File: src/sv/slt_pkg.sv
package slt_pkg;

  localparam int unsigned ValueW = 32;
  localparam int unsigned StatusW = 2;
  localparam int unsigned OpW = 2;
  localparam int unsigned CountOutW = 5;

  typedef enum logic [OpW-1:0] {
    OpInsert = 2'd0,
    OpRemove = 2'd1,
    OpDrain  = 2'd2,
    OpNone   = 2'd3
  } op_e;

  typedef enum logic [StatusW-1:0] {
    StOk       = 2'd0,
    StFull     = 2'd1,
    StNotFound = 2'd2,
    StEmpty    = 2'd3
  } status_e;

  // Per-cycle control broadcast along the cell row
  typedef struct packed {
    logic ins;  // insert the operand at its sorted place
    logic rem;  // close the gap at the first match
    logic drn;  // shift the whole row towards cell 0
  } slt_ctl_t;

endpackage

File: src/sv/slt_cell.sv
module slt_cell import slt_pkg::*; #(
  parameter int unsigned Idx = 0,
  parameter int unsigned CntW = 5
) (
  input  logic                     clk_i,
  input  slt_ctl_t                 ctl_i,
  input  logic signed [ValueW-1:0] operand_i,
  input  logic [CntW-1:0]          count_i,
  input  logic signed [ValueW-1:0] left_val_i,
  input  logic                     left_ins_i,
  input  logic signed [ValueW-1:0] right_val_i,
  output logic signed [ValueW-1:0] val_o,
  output logic                     ins_o,
  output logic                     eq_o
);

  logic signed [ValueW-1:0] val_q, val_d;
  logic occ, gt, ge;

  assign occ   = CntW'(Idx) < count_i;
  assign gt    = occ && (val_q > operand_i);
  assign ge    = occ && (val_q >= operand_i);
  assign eq_o  = occ && (val_q == operand_i);
  // first free slot or any held value above the operand
  assign ins_o = gt || (CntW'(Idx) == count_i);
  assign val_o = val_q;

  always_comb begin
    val_d = val_q;
    if (ctl_i.ins && ins_o) begin
      val_d = left_ins_i ? left_val_i : operand_i;
    end else if ((ctl_i.rem && ge) || ctl_i.drn) begin
      val_d = right_val_i;
    end
  end

  always_ff @(posedge clk_i) begin
    val_q <= val_d;
  end

endmodule

File: src/sv/sorted_list_table.sv
// Sorted table of up to DEPTH signed 32-bit values, ascending, duplicates kept.
// Command channel: start_i with op_i/value_i is taken on a rising edge where
// busy_o is low. Result channel: result_valid_o marks one result for exactly
// one cycle; the receiver cannot stall and must take it then.
// Insert and remove: one result in the cycle after the command, busy_o stays
// low, so a command may follow every cycle (one command per cycle).
// Drain of n values: n results on consecutive cycles, the first in the cycle
// after the command, the final one flagged by last_o; busy_o is high until the
// last result is shown. Drain of an empty table gives one result, status empty.
// Op code 3 is taken and gives no result.
// The row of cells compares all held values against the operand in parallel;
// each cell keeps its own value or loads the operand, its left or its right
// neighbour's value. The drain rate of one value per cycle is set by shifting
// the row into cell 0. Reset clears the count, the drain state and the output
// strobe; cell contents are not reset and are only read below the count.
module sorted_list_table import slt_pkg::*; #(
  parameter int unsigned DEPTH = 16
) (
  input  logic                     clk_i,
  input  logic                     rst_ni,
  input  logic                     start_i,
  output logic                     busy_o,
  input  logic [OpW-1:0]           op_i,
  input  logic signed [ValueW-1:0] value_i,
  output logic                     result_valid_o,
  output logic [StatusW-1:0]       status_o,
  output logic signed [ValueW-1:0] result_value_o,
  output logic [CountOutW-1:0]     entry_count_o,
  output logic                     last_o
);

  localparam int unsigned CntW = $clog2(DEPTH + 1);

  logic [CntW-1:0] cnt_q, cnt_d;
  logic            drain_q, drain_d;
  logic            valid_q, valid_d;
  status_e         status_q, status_d;
  logic signed [ValueW-1:0] rv_q, rv_d;
  logic            last_q, last_d;

  logic signed [ValueW-1:0] vals [DEPTH];
  logic [DEPTH-1:0] ins_v, eq_v;
  slt_ctl_t ctl;
  op_e op;
  logic accept, found, full;
  logic signed [ValueW-1:0] min0;

  assign op     = op_e'(op_i);
  assign accept = start_i && !busy_o;
  assign found  = |eq_v;
  assign full   = cnt_q == CntW'(DEPTH);
  assign min0   = (cnt_q != '0) ? vals[0] : '0;

  for (genvar g = 0; g < DEPTH; g++) begin : g_cell
    logic signed [ValueW-1:0] lv, rv;
    logic li;
    if (g == 0) begin : g_first
      assign lv = '0;
      assign li = 1'b0;
    end else begin : g_mid
      assign lv = vals[g-1];
      assign li = ins_v[g-1];
    end
    if (g == DEPTH - 1) begin : g_end
      assign rv = '0;
    end else begin : g_inner
      assign rv = vals[g+1];
    end
    slt_cell #(.Idx(g), .CntW(CntW)) u_cell (
      .clk_i      (clk_i),
      .ctl_i      (ctl),
      .operand_i  (value_i),
      .count_i    (cnt_q),
      .left_val_i (lv),
      .left_ins_i (li),
      .right_val_i(rv),
      .val_o      (vals[g]),
      .ins_o      (ins_v[g]),
      .eq_o       (eq_v[g])
    );
  end

  always_comb begin
    ctl      = '0;
    cnt_d    = cnt_q;
    drain_d  = drain_q;
    valid_d  = 1'b0;
    status_d = StOk;
    rv_d     = min0;
    last_d   = 1'b1;
    if (drain_q || (accept && op == OpDrain)) begin
      valid_d = 1'b1;
      if (cnt_q == '0) begin
        status_d = StEmpty;
        rv_d     = '0;
        drain_d  = 1'b0;
      end else begin
        ctl.drn = 1'b1;
        rv_d    = vals[0];
        cnt_d   = cnt_q - CntW'(1);
        last_d  = cnt_q == CntW'(1);
        drain_d = cnt_q != CntW'(1);
      end
    end else if (accept) begin
      unique case (op)
        OpInsert: begin
          valid_d = 1'b1;
          if (full) begin
            status_d = StFull;
          end else begin
            ctl.ins = 1'b1;
            cnt_d   = cnt_q + CntW'(1);
            rv_d    = (cnt_q == '0 || value_i < vals[0]) ? value_i : vals[0];
          end
        end
        OpRemove: begin
          valid_d = 1'b1;
          if (found) begin
            ctl.rem = 1'b1;
            cnt_d   = cnt_q - CntW'(1);
            if (eq_v[0]) begin
              rv_d = (cnt_q >= CntW'(2)) ? vals[1] : '0;
            end
          end else begin
            status_d = StNotFound;
          end
        end
        OpDrain, OpNone: begin
          valid_d = 1'b0;
        end
        default: begin
          valid_d = 1'b0;
        end
      endcase
    end
  end

  always_ff @(posedge clk_i or negedge rst_ni) begin
    if (!rst_ni) begin
      cnt_q   <= '0;
      drain_q <= 1'b0;
      valid_q <= 1'b0;
    end else begin
      cnt_q   <= cnt_d;
      drain_q <= drain_d;
      valid_q <= valid_d;
    end
  end

  always_ff @(posedge clk_i) begin
    status_q <= status_d;
    rv_q     <= rv_d;
    last_q   <= last_d;
  end

  assign busy_o         = drain_q;
  assign result_valid_o = valid_q;
  assign status_o       = status_q;
  assign result_value_o = rv_q;
  assign entry_count_o  = CountOutW'(cnt_q);
  assign last_o         = last_q;

`ifndef SYNTHESIS
  a_cnt_bound: assert property (@(posedge clk_i) disable iff (!rst_ni)
    cnt_q <= CntW'(DEPTH))
    else $error("count above depth");

  a_busy_shows: assert property (@(posedge clk_i) disable iff (!rst_ni)
    busy_o |-> result_valid_o && !last_o)
    else $error("drain cycle without a non-final result");

  a_last_frees: assert property (@(posedge clk_i) disable iff (!rst_ni)
    result_valid_o && last_o |-> !busy_o)
    else $error("busy after final result");

  a_drain_reply: assert property (@(posedge clk_i) disable iff (!rst_ni)
    accept && op == OpDrain |=> result_valid_o)
    else $error("drain gave no result");

  a_full_count: assert property (@(posedge clk_i) disable iff (!rst_ni)
    accept && op == OpInsert && full |=> cnt_q == CntW'(DEPTH) && status_o == StFull)
    else $error("full insert changed the table");
`endif

endmodule
File: config.mk
export PLATFORM = sky130hd
export DESIGN_NAME = sorted_list_table
export DESIGN_NICKNAME = d
export VERILOG_FILES = /design/src/sv/slt_pkg.sv /design/src/sv/slt_cell.sv /design/src/sv/sorted_list_table.sv
export SDC_FILE = /design/constraint.sdc
export NUM_CORES = 2
export LEC_CHECK = 0
export BUFFER_PORTS_ARGS = -buffer_cell sky130_fd_sc_hd__buf_2
export CORE_ASPECT_RATIO = 1.5
export CORE_MARGIN = 2
export CORE_UTILIZATION = 50
export CTS_CLUSTER_DIAMETER = 50
export DETAILED_ROUTE_END_ITERATION = 7
export GPL_TIMING_DRIVEN = 0
export PLACE_DENSITY_LB_ADDON = 0.08
export SLEW_MARGIN = 20
export SYNTH_ARGS = -nofsm -noshare
export SYNTH_HDL_FRONTEND = slang
export SYNTH_SLANG_ARGS = --single-unit
File: constraint.sdc
create_clock -name clk_i -period 10.1 [get_ports clk_i]
set_input_delay 0.505 -clock clk_i [delete_from_list [all_inputs] [get_ports clk_i]]
set_output_delay 0.505 -clock clk_i [all_outputs]
set_load 0.03 [all_outputs]
== Yosys cells after proc, flatten, opt, wreduce, memory -nomap -nowiden ==
Index checks and enable logic that the tools add are counted.

* Flip-flop bits (word level): 554
* Output and inout port bits: 42
* Logic and storage cells: 339

* $add $sub $neg: 2
* Order comparisons: 50
* Equality and inequality tests: 40
* Multiplexer cells: 81
* Bitwise gates (word level): 1
* Reductions and logical operators: 143

{| class="wikitable"
|+ Operators with widths
! cell !! count
|-
| 32-bit two-way mux || 56
|-
| 32-bit == test || 16
|-
| 32-bit >= comparator || 16
|-
| 32-bit > comparator || 16
|-
| 1-bit logical AND || 82
|-
| 32-bit case mux with 2 select lines || 1
|-
| 4-bit by 5-bit == test with 1-bit output, first input constant || 8
|-
| 4-bit by 5-bit < comparator with 1-bit output, first input constant || 8
|-
| 1-bit logical OR || 34
|-
| 2-bit nonzero test || 17
|-
| 32-bit < comparator || 1
|-
| 5-bit two-way mux || 5
|-
| 3-bit by 5-bit == test with 1-bit output, first input constant || 4
|-
| 3-bit by 5-bit < comparator with 1-bit output, first input constant || 4
|-
| 16-bit OR reduction || 1
|-
| 2-bit two-way mux || 6
|-
| 2-bit by 5-bit == test with 1-bit output, first input constant || 2
|-
| 1-bit by 5-bit < comparator with 1-bit output, first input constant || 2
|-
| 2-bit by 5-bit < comparator with 1-bit output, first input constant || 2
|-
| 1-bit two-way mux || 10
|-
| 5-bit case mux with 2 select lines || 1
|-
| 3-bit != test, second input constant || 2
|-
| 2-bit OR reduction || 3
|-
| 5-bit by 1-bit adder with 5-bit output, second input constant || 1
|-
| other kinds (18) || 19
|}

== Longest topological paths before layout ==
* Depth after elaboration: 11
* Gate-level depth with buffers: 14
* Gate-level depth less buffers: 11

== Hierarchy ==
Synthesis repeated with hierarchy kept, for this count alone.

* Cells, all modules: 4689
* Area, all modules: 46564.7 um2

{| class="wikitable"
|+ Modules (own cells, without submodules)
! module !! times used !! cells an instance !! area an instance (um2)
|-
| sorted_list_table || 1 || 386 || 3094.2
|-
| slt_cell (g_cell[6].u_cell) || 1 || 271 || 2778.9
|-
| slt_cell (g_cell[10].u_cell) || 1 || 276 || 2762.6
|-
| slt_cell (g_cell[9].u_cell) || 1 || 271 || 2747.6
|-
| slt_cell (g_cell[8].u_cell) || 1 || 270 || 2741.4
|-
| slt_cell (g_cell[11].u_cell) || 1 || 273 || 2738.9
|-
| slt_cell (g_cell[5].u_cell) || 1 || 274 || 2738.9
|-
| slt_cell (g_cell[13].u_cell) || 1 || 267 || 2732.6
|-
| slt_cell (g_cell[15].u_cell) || 1 || 271 || 2730.1
|-
| slt_cell (g_cell[2].u_cell) || 1 || 267 || 2727.6
|-
| slt_cell (g_cell[0].u_cell) || 1 || 269 || 2723.9
|-
| slt_cell (g_cell[7].u_cell) || 1 || 272 || 2723.9
|-
| slt_cell (g_cell[1].u_cell) || 1 || 262 || 2713.9
|-
| slt_cell (g_cell[14].u_cell) || 1 || 266 || 2712.6
|-
| 3 more rows || - || - || -
|}

== Least setup slack after synthesis ==
OpenSTA, ideal clock, no wires.

* Kind: input -> register
* Start: input port value_i[29]
* End: register g_cell[13].u_cell.val_q[0], enable pin
* Arrival: 6416 ps
* Setup slack: 3150 ps
* Stages on the path: 11
* Path buffers: 2
* Path through: inv_1 > ha_1 > nand3_1 > nor4_1 > a41oi_1 > a21oi_1 > nor4_1 > a21o_1 > buf_2 > clkbuf_1 > o311ai_0

* Word-level cells in the longest chain between the ends: 10
* Elaborated cells on any way between the ends: 46
* Classes of those cells: order compare: 2; eq/ne: 16; mux: 4; reduce/logical: 24

{| class="wikitable"
|+ RTL lines
! element !! line !! source
|-
| from (decl) || sorted_list_table.sv:24 || <nowiki>input logic signed [ValueW-1:0] value_i,</nowiki>
|-
| 32-bit == test || slt_cell.sv:23 || <nowiki>assign eq_o = occ && (val_q == operand_i);</nowiki>
|-
| 1-bit logical AND || slt_cell.sv:23 ||
|-
| 16-bit OR reduction || sorted_list_table.sv:50 || <nowiki>assign found = |eq_v;</nowiki>
|-
| 1-bit two-way mux || sorted_list_table.sv:118 || <nowiki>if (found) begin</nowiki>
|-
| 1-bit two-way mux || sorted_list_table.sv:105 || <nowiki>unique case (op)</nowiki>
|-
| 2-bit two-way mux || sorted_list_table.sv:104 || <nowiki>end else if (accept) begin</nowiki>
|-
| 2-bit two-way mux || sorted_list_table.sv:91 || <nowiki>if (drain_q || (accept && op == OpDrain)) begin</nowiki>
|-
| 1-bit logical AND || slt_cell.sv:32 || <nowiki>end else if ((ctl_i.rem && ge) || ctl_i.drn) begin</nowiki>
|-
| 1-bit logical OR || slt_cell.sv:32 ||
|-
| 2-bit nonzero test (no line) * || - ||
|-
| to (signal assigned) || slt_cell.sv:38 || <nowiki>val_q <= val_d;</nowiki>
|-
| to (decl) || slt_cell.sv:17 || <nowiki>logic signed [ValueW-1:0] val_q, val_d;</nowiki>
|}

Mark *: on every way between the ends. The rest lies on a longest branch, timed or not.
A chain may end at the register's enable or synchronous reset.

== Final worst setup path ==
* Start: register cnt_q[1] (netlist: entry_count_o[1])
* End: register g_cell[11].u_cell.val_q[24], enable pin

* Word-level cells in the longest chain between the ends: 10
* Elaborated cells on any way between the ends: 51
* Classes of those cells: order compare: 16; eq/ne: 2; mux: 8; reduce/logical: 25

{| class="wikitable"
|+ RTL lines
! element !! line !! source
|-
| from (decl) || sorted_list_table.sv:34 || <nowiki>logic [CntW-1:0] cnt_q, cnt_d;</nowiki>
|-
| from (signal assigned) || sorted_list_table.sv:144 || <nowiki>cnt_q <= cnt_d;</nowiki>
|-
| 1-bit by 5-bit < comparator with 1-bit output (tied with other cells) || slt_cell.sv:20 || <nowiki>assign occ = CntW'(Idx) < count_i;</nowiki>
|-
| 1-bit logical AND || slt_cell.sv:23 ||
|-
| 16-bit OR reduction || sorted_list_table.sv:50 ||
|-
| 1-bit two-way mux || sorted_list_table.sv:118 ||
|-
| 1-bit two-way mux || sorted_list_table.sv:105 ||
|-
| 2-bit two-way mux || sorted_list_table.sv:104 ||
|-
| 2-bit two-way mux || sorted_list_table.sv:91 ||
|-
| 1-bit logical AND || slt_cell.sv:32 ||
|-
| 1-bit logical OR || slt_cell.sv:32 ||
|-
| 2-bit nonzero test (no line) * || - ||
|-
| to (signal assigned) || slt_cell.sv:38 ||
|-
| to (decl) || slt_cell.sv:17 ||
|}

Marks and branches as above.

==> reports/qor_table.md <==
| Result | Value |
|---|---|
| Outcome | finished clean |
| Crit Path Category | register to register |
| Final Critical Period | 6.11 ns |
| Resized Gates After CTS | 0 |
| Number of enable-type register cells in the synthesized netlist | 512 |
| Die width | 236 um |
| Library cells used by synthesis | 79 |
| Design Power | 16.7 mW |
| Cell seen most often among critical-path stages | clkbuf_1 |
| Max transition margin | 20.2% |
| Count of synthesis-stage warnings from yosys | 0 |
| Clock slew at the register clock pins of the worst setup and hold paths | 0.06 ns |
| Max Slew Vio Count | 0 |
| Mean number of vias per cell | 6.43 |
| Total via count in the routed design | 33567 |
| Buffer count from post-CTS setup fixing | 0 |
| Number of antenna violations at the first check in global routing | 3 |
| Fill count | 7311 |
| Hold Violations, Final | 0 |
| Maximum number of pins on one net before global-route repair | 33 |
| Vertical die dimension | 352 um |
| Setup repair after global routing missed its margin | no |
| Clock net sink count | 554 |
| Worst Path Buf+Inv | 5 |
| Commonest cells in the synthesized netlist | ha_1 (517), edfxtp_1 (512), a21oi_1 (501), mux2i_1 (389), o21ai_0 (357) |
| Wire length of the first global-routing pass | 214000 um |
| Primary flip-flop cell chosen by synthesis mapping | edfxtp_1 |
| PortBufs | 77 |
| Hold buffer count at cts | 1 |
| Antenna Violating Nets Remaining | 0 |
| Cell types with the largest area share after synthesis | edfxtp_1 (38%), ha_1 (16%), mux2i_1 (9.7%), a21oi_1 (6.2%), o21ai_0 (4.4%) |
| Root cell of the clock tree | clkbuf_16 |
| First-iteration detailed-routing DRC count | 2482 |
| Number of nets in the final layout | 4687 |
| Ports | 79 |
| Class of the worst hold path | input port to register |
| Worst vdd ir | 215 uV |
| Post-Synthesis Cells | 3946 |
| Final setup violation count | 0 |
| Largest driver fanout on the critical path | 17 |
| Ordered cell list for the critical path | clkbuf_1 -> inv_1 -> ha_1 -> nor2b_1 -> and3_1 -> nor2_1 -> nand2_1 -> clkbuf_1 -> clkbuf_1 -> nor2_1 -> or3_2 -> buf_16 |
| Area fraction of the dominant cell type after synthesis | 38.1% |
| Worst-case hold slack | 0.117 ns |
| Actual slew at the worst max-slew pin | 1.20 ns |
| Arr. time, crit path | 6.49 ns |
| Share of async-settable or async-resettable flops after synthesis | 1.26% |
| Average detailed-routed wire length per instance | 28.1 um |
| Critical Path Max Stage Delay | 0.87 ns |
| Kind of cell with the highest combined delay on the critical path | buffers and inverters |
| Critical Path Slowest Stage Cell | clkbuf_1 |
| Worst skew pair latency | 0.64 ns |
| First-pass iteration count of the detailed router | 5 |
| Total negative slack for setup checks | 0 ns |
| Power per cell area | 374 nW/um^2 |
| Category of the worst setup path launch point | register |
| Number of max-capacitance violations reported | 0 |
| Synthesized cell area | 40300 um^2 |
| Number of global-route vias before repair | 35003 |
| Total die area | 82900 um^2 |
| Clock Skew | 0.0239 ns |
| Placeable core area | 79900 um^2 |
| Post-detailed-routing wire length | 147000 um |
| Utilization after layout | 56.0% |
| Half-perimeter wire length after placement | 122000 um |
| H-Tree Depth | 3 |
| Proportion of synthesized chip area in sequential cells | 40.3% |
| Period utilization | 60.5% |
| Leakage component of the power | 19.1 nW |
| Starting Density | 50.4% |
| CP Data Required Time | 10.47 ns |
| Count of state elements after synthesis | 554 |
| Fraction of layout cells with a size suffix above 1 | 10.5% |
| Max clock buf depth | 3 |
| Overall track demand over capacity in global routing | 34.9% |
| Clock tree from TritonCTS | done |
| Most common cell in the netlist | ha_1 |
| Area growth from synthesis to layout | 11.0% |
| Gr ovfl total | 0 |
| Count of standard-cell rows | 127 |
| Endpoint class of the critical path | register |
| Weighted congestion reported at the end of routability-driven placement | 0.995 |
| Syn_nets | 4500 |
| Number of buffers added by the clock tree synthesis step | 66 |
| Remaining routing DRC violations | 0 |
| Timing-limited maximum frequency | 0.164 GHz |
| Cell taking the most area after synthesis | edfxtp_1 |
| Mean instance size in the synthesized netlist | 10.2 um^2 |
-- through the flow --
stage | std cells | setup WS, ns | cell area (um^2)
finish | 5218 | 3.99 | 44700
global placement | 5055 | -1.62 | 42000
CTS | 5215 | 4.30 | 44700
floorplan | 3946 | 3.15 | 40300
detailed placement | 5096 | 3.70 | 42600
global route | 5216 | 4.09 | 44700
-- final cells by class --
class	count	area (um^2)	area share, %
diodes	3	7.51	0.0168
clock buffers	90	1900	4.24
repair buffers	119	858	1.92
inverters	78	293	0.655
plain buffers	247	1050	2.35
clock inverters	28	216	0.484
well taps	1032	1290	2.89
multi-input cells	3067	22900	51.1
flip-flops and latches	554	16300	36.3
-- final timing paths --
| check | from | endpoint | slack [ns] | cells past startpoint |
|---|---|---|---|---|
| worst min register to register | g_cell[0].u_cell.val_o[18] | result_value_o[18] | 0.55 | 1 |
| worst max-delay path | entry_count_o[1] | g_cell[11].u_cell.val_o[24] | 3.99 | 12 |
| max in group asynchronous | rst_ni | entry_count_o[1] | 9.70 | 2 |
| worst min-delay path | start_i | result_valid_o | 0.12 | 2 |
| worst max register to register | entry_count_o[1] | g_cell[11].u_cell.val_o[24] | 3.99 | 12 |
| min in group asynchronous | rst_ni | entry_count_o[4] | 0.23 | 2 |
-- power by group --
part	total (mW)	switching (mW)	internal (mW)
logic	9.04	5.60	3.44
clock network	2.41	1.04	1.37
registers	5.27	1.01	4.26
total	16.7	7.65	9.08
-- layout by cell type (no fill, tap or decap), types with 35 or more instances in the layout --
| master | n |
|---|---|
| o31ai_1 | 38 |
| nand2_1 | 217 |
| inv_1 | 78 |
| mux2_2 | 103 |
| buf_4 | 41 |
| o21ai_0 | 357 |
| nand4_1 | 104 |
| clkbuf_16 | 69 |
| clkbuf_1 | 174 |
| buf_2 | 142 |
| edfxtp_1 | 512 |
| a21oi_1 | 501 |
| nand3_1 | 44 |
| a31oi_1 | 69 |
| ha_1 | 517 |
| dfxtp_1 | 35 |
| a21o_1 | 95 |
| nor2b_1 | 41 |
| nor2_1 | 243 |
| mux2i_1 | 389 |
| nor3_1 | 57 |
-- kinds of logic (layout without fill, tap and decap cells) --
logic type      Yosys count  after routing  synth area share, %
compound gates         1242           1242                 18.1
simple gates            809            809                 9.55
flops                   554            554                 40.3
fa+ha+maj               517            517                 16.0
mux                     492            492                 12.5
buf+inv                 325            562                 3.33
xor+xnor                  7              7                0.152
other cells               0              3                    0
-- flip-flops by register name (all words and copies together) (netlist names) --
| signal | count |
|---|---|
| entry_count_o | 5 |
| status_o | 2 |
| last_o | 1 |
| g_cell.u_cell.val_o | 512 |
| result_value_o | 32 |
| busy_o | 1 |
| result_valid_o | 1 |
-- layer usage --
| layer | part of all wire (%) | up-vias | track usage, % |
|---|---|---|---|
| li1 | - | 15595 | - |
| met1 | 37 | 16479 | 37.2 |
| met2 | 52 | 1109 | 65.0 |
| met3 | 4.0 | 380 | 3.25 |
| met4 | 7.6 | 4 | 24.4 |
| met5 | 0.022 | - | 0 |
Note: power is estimated with default switching activity, not from simulation.
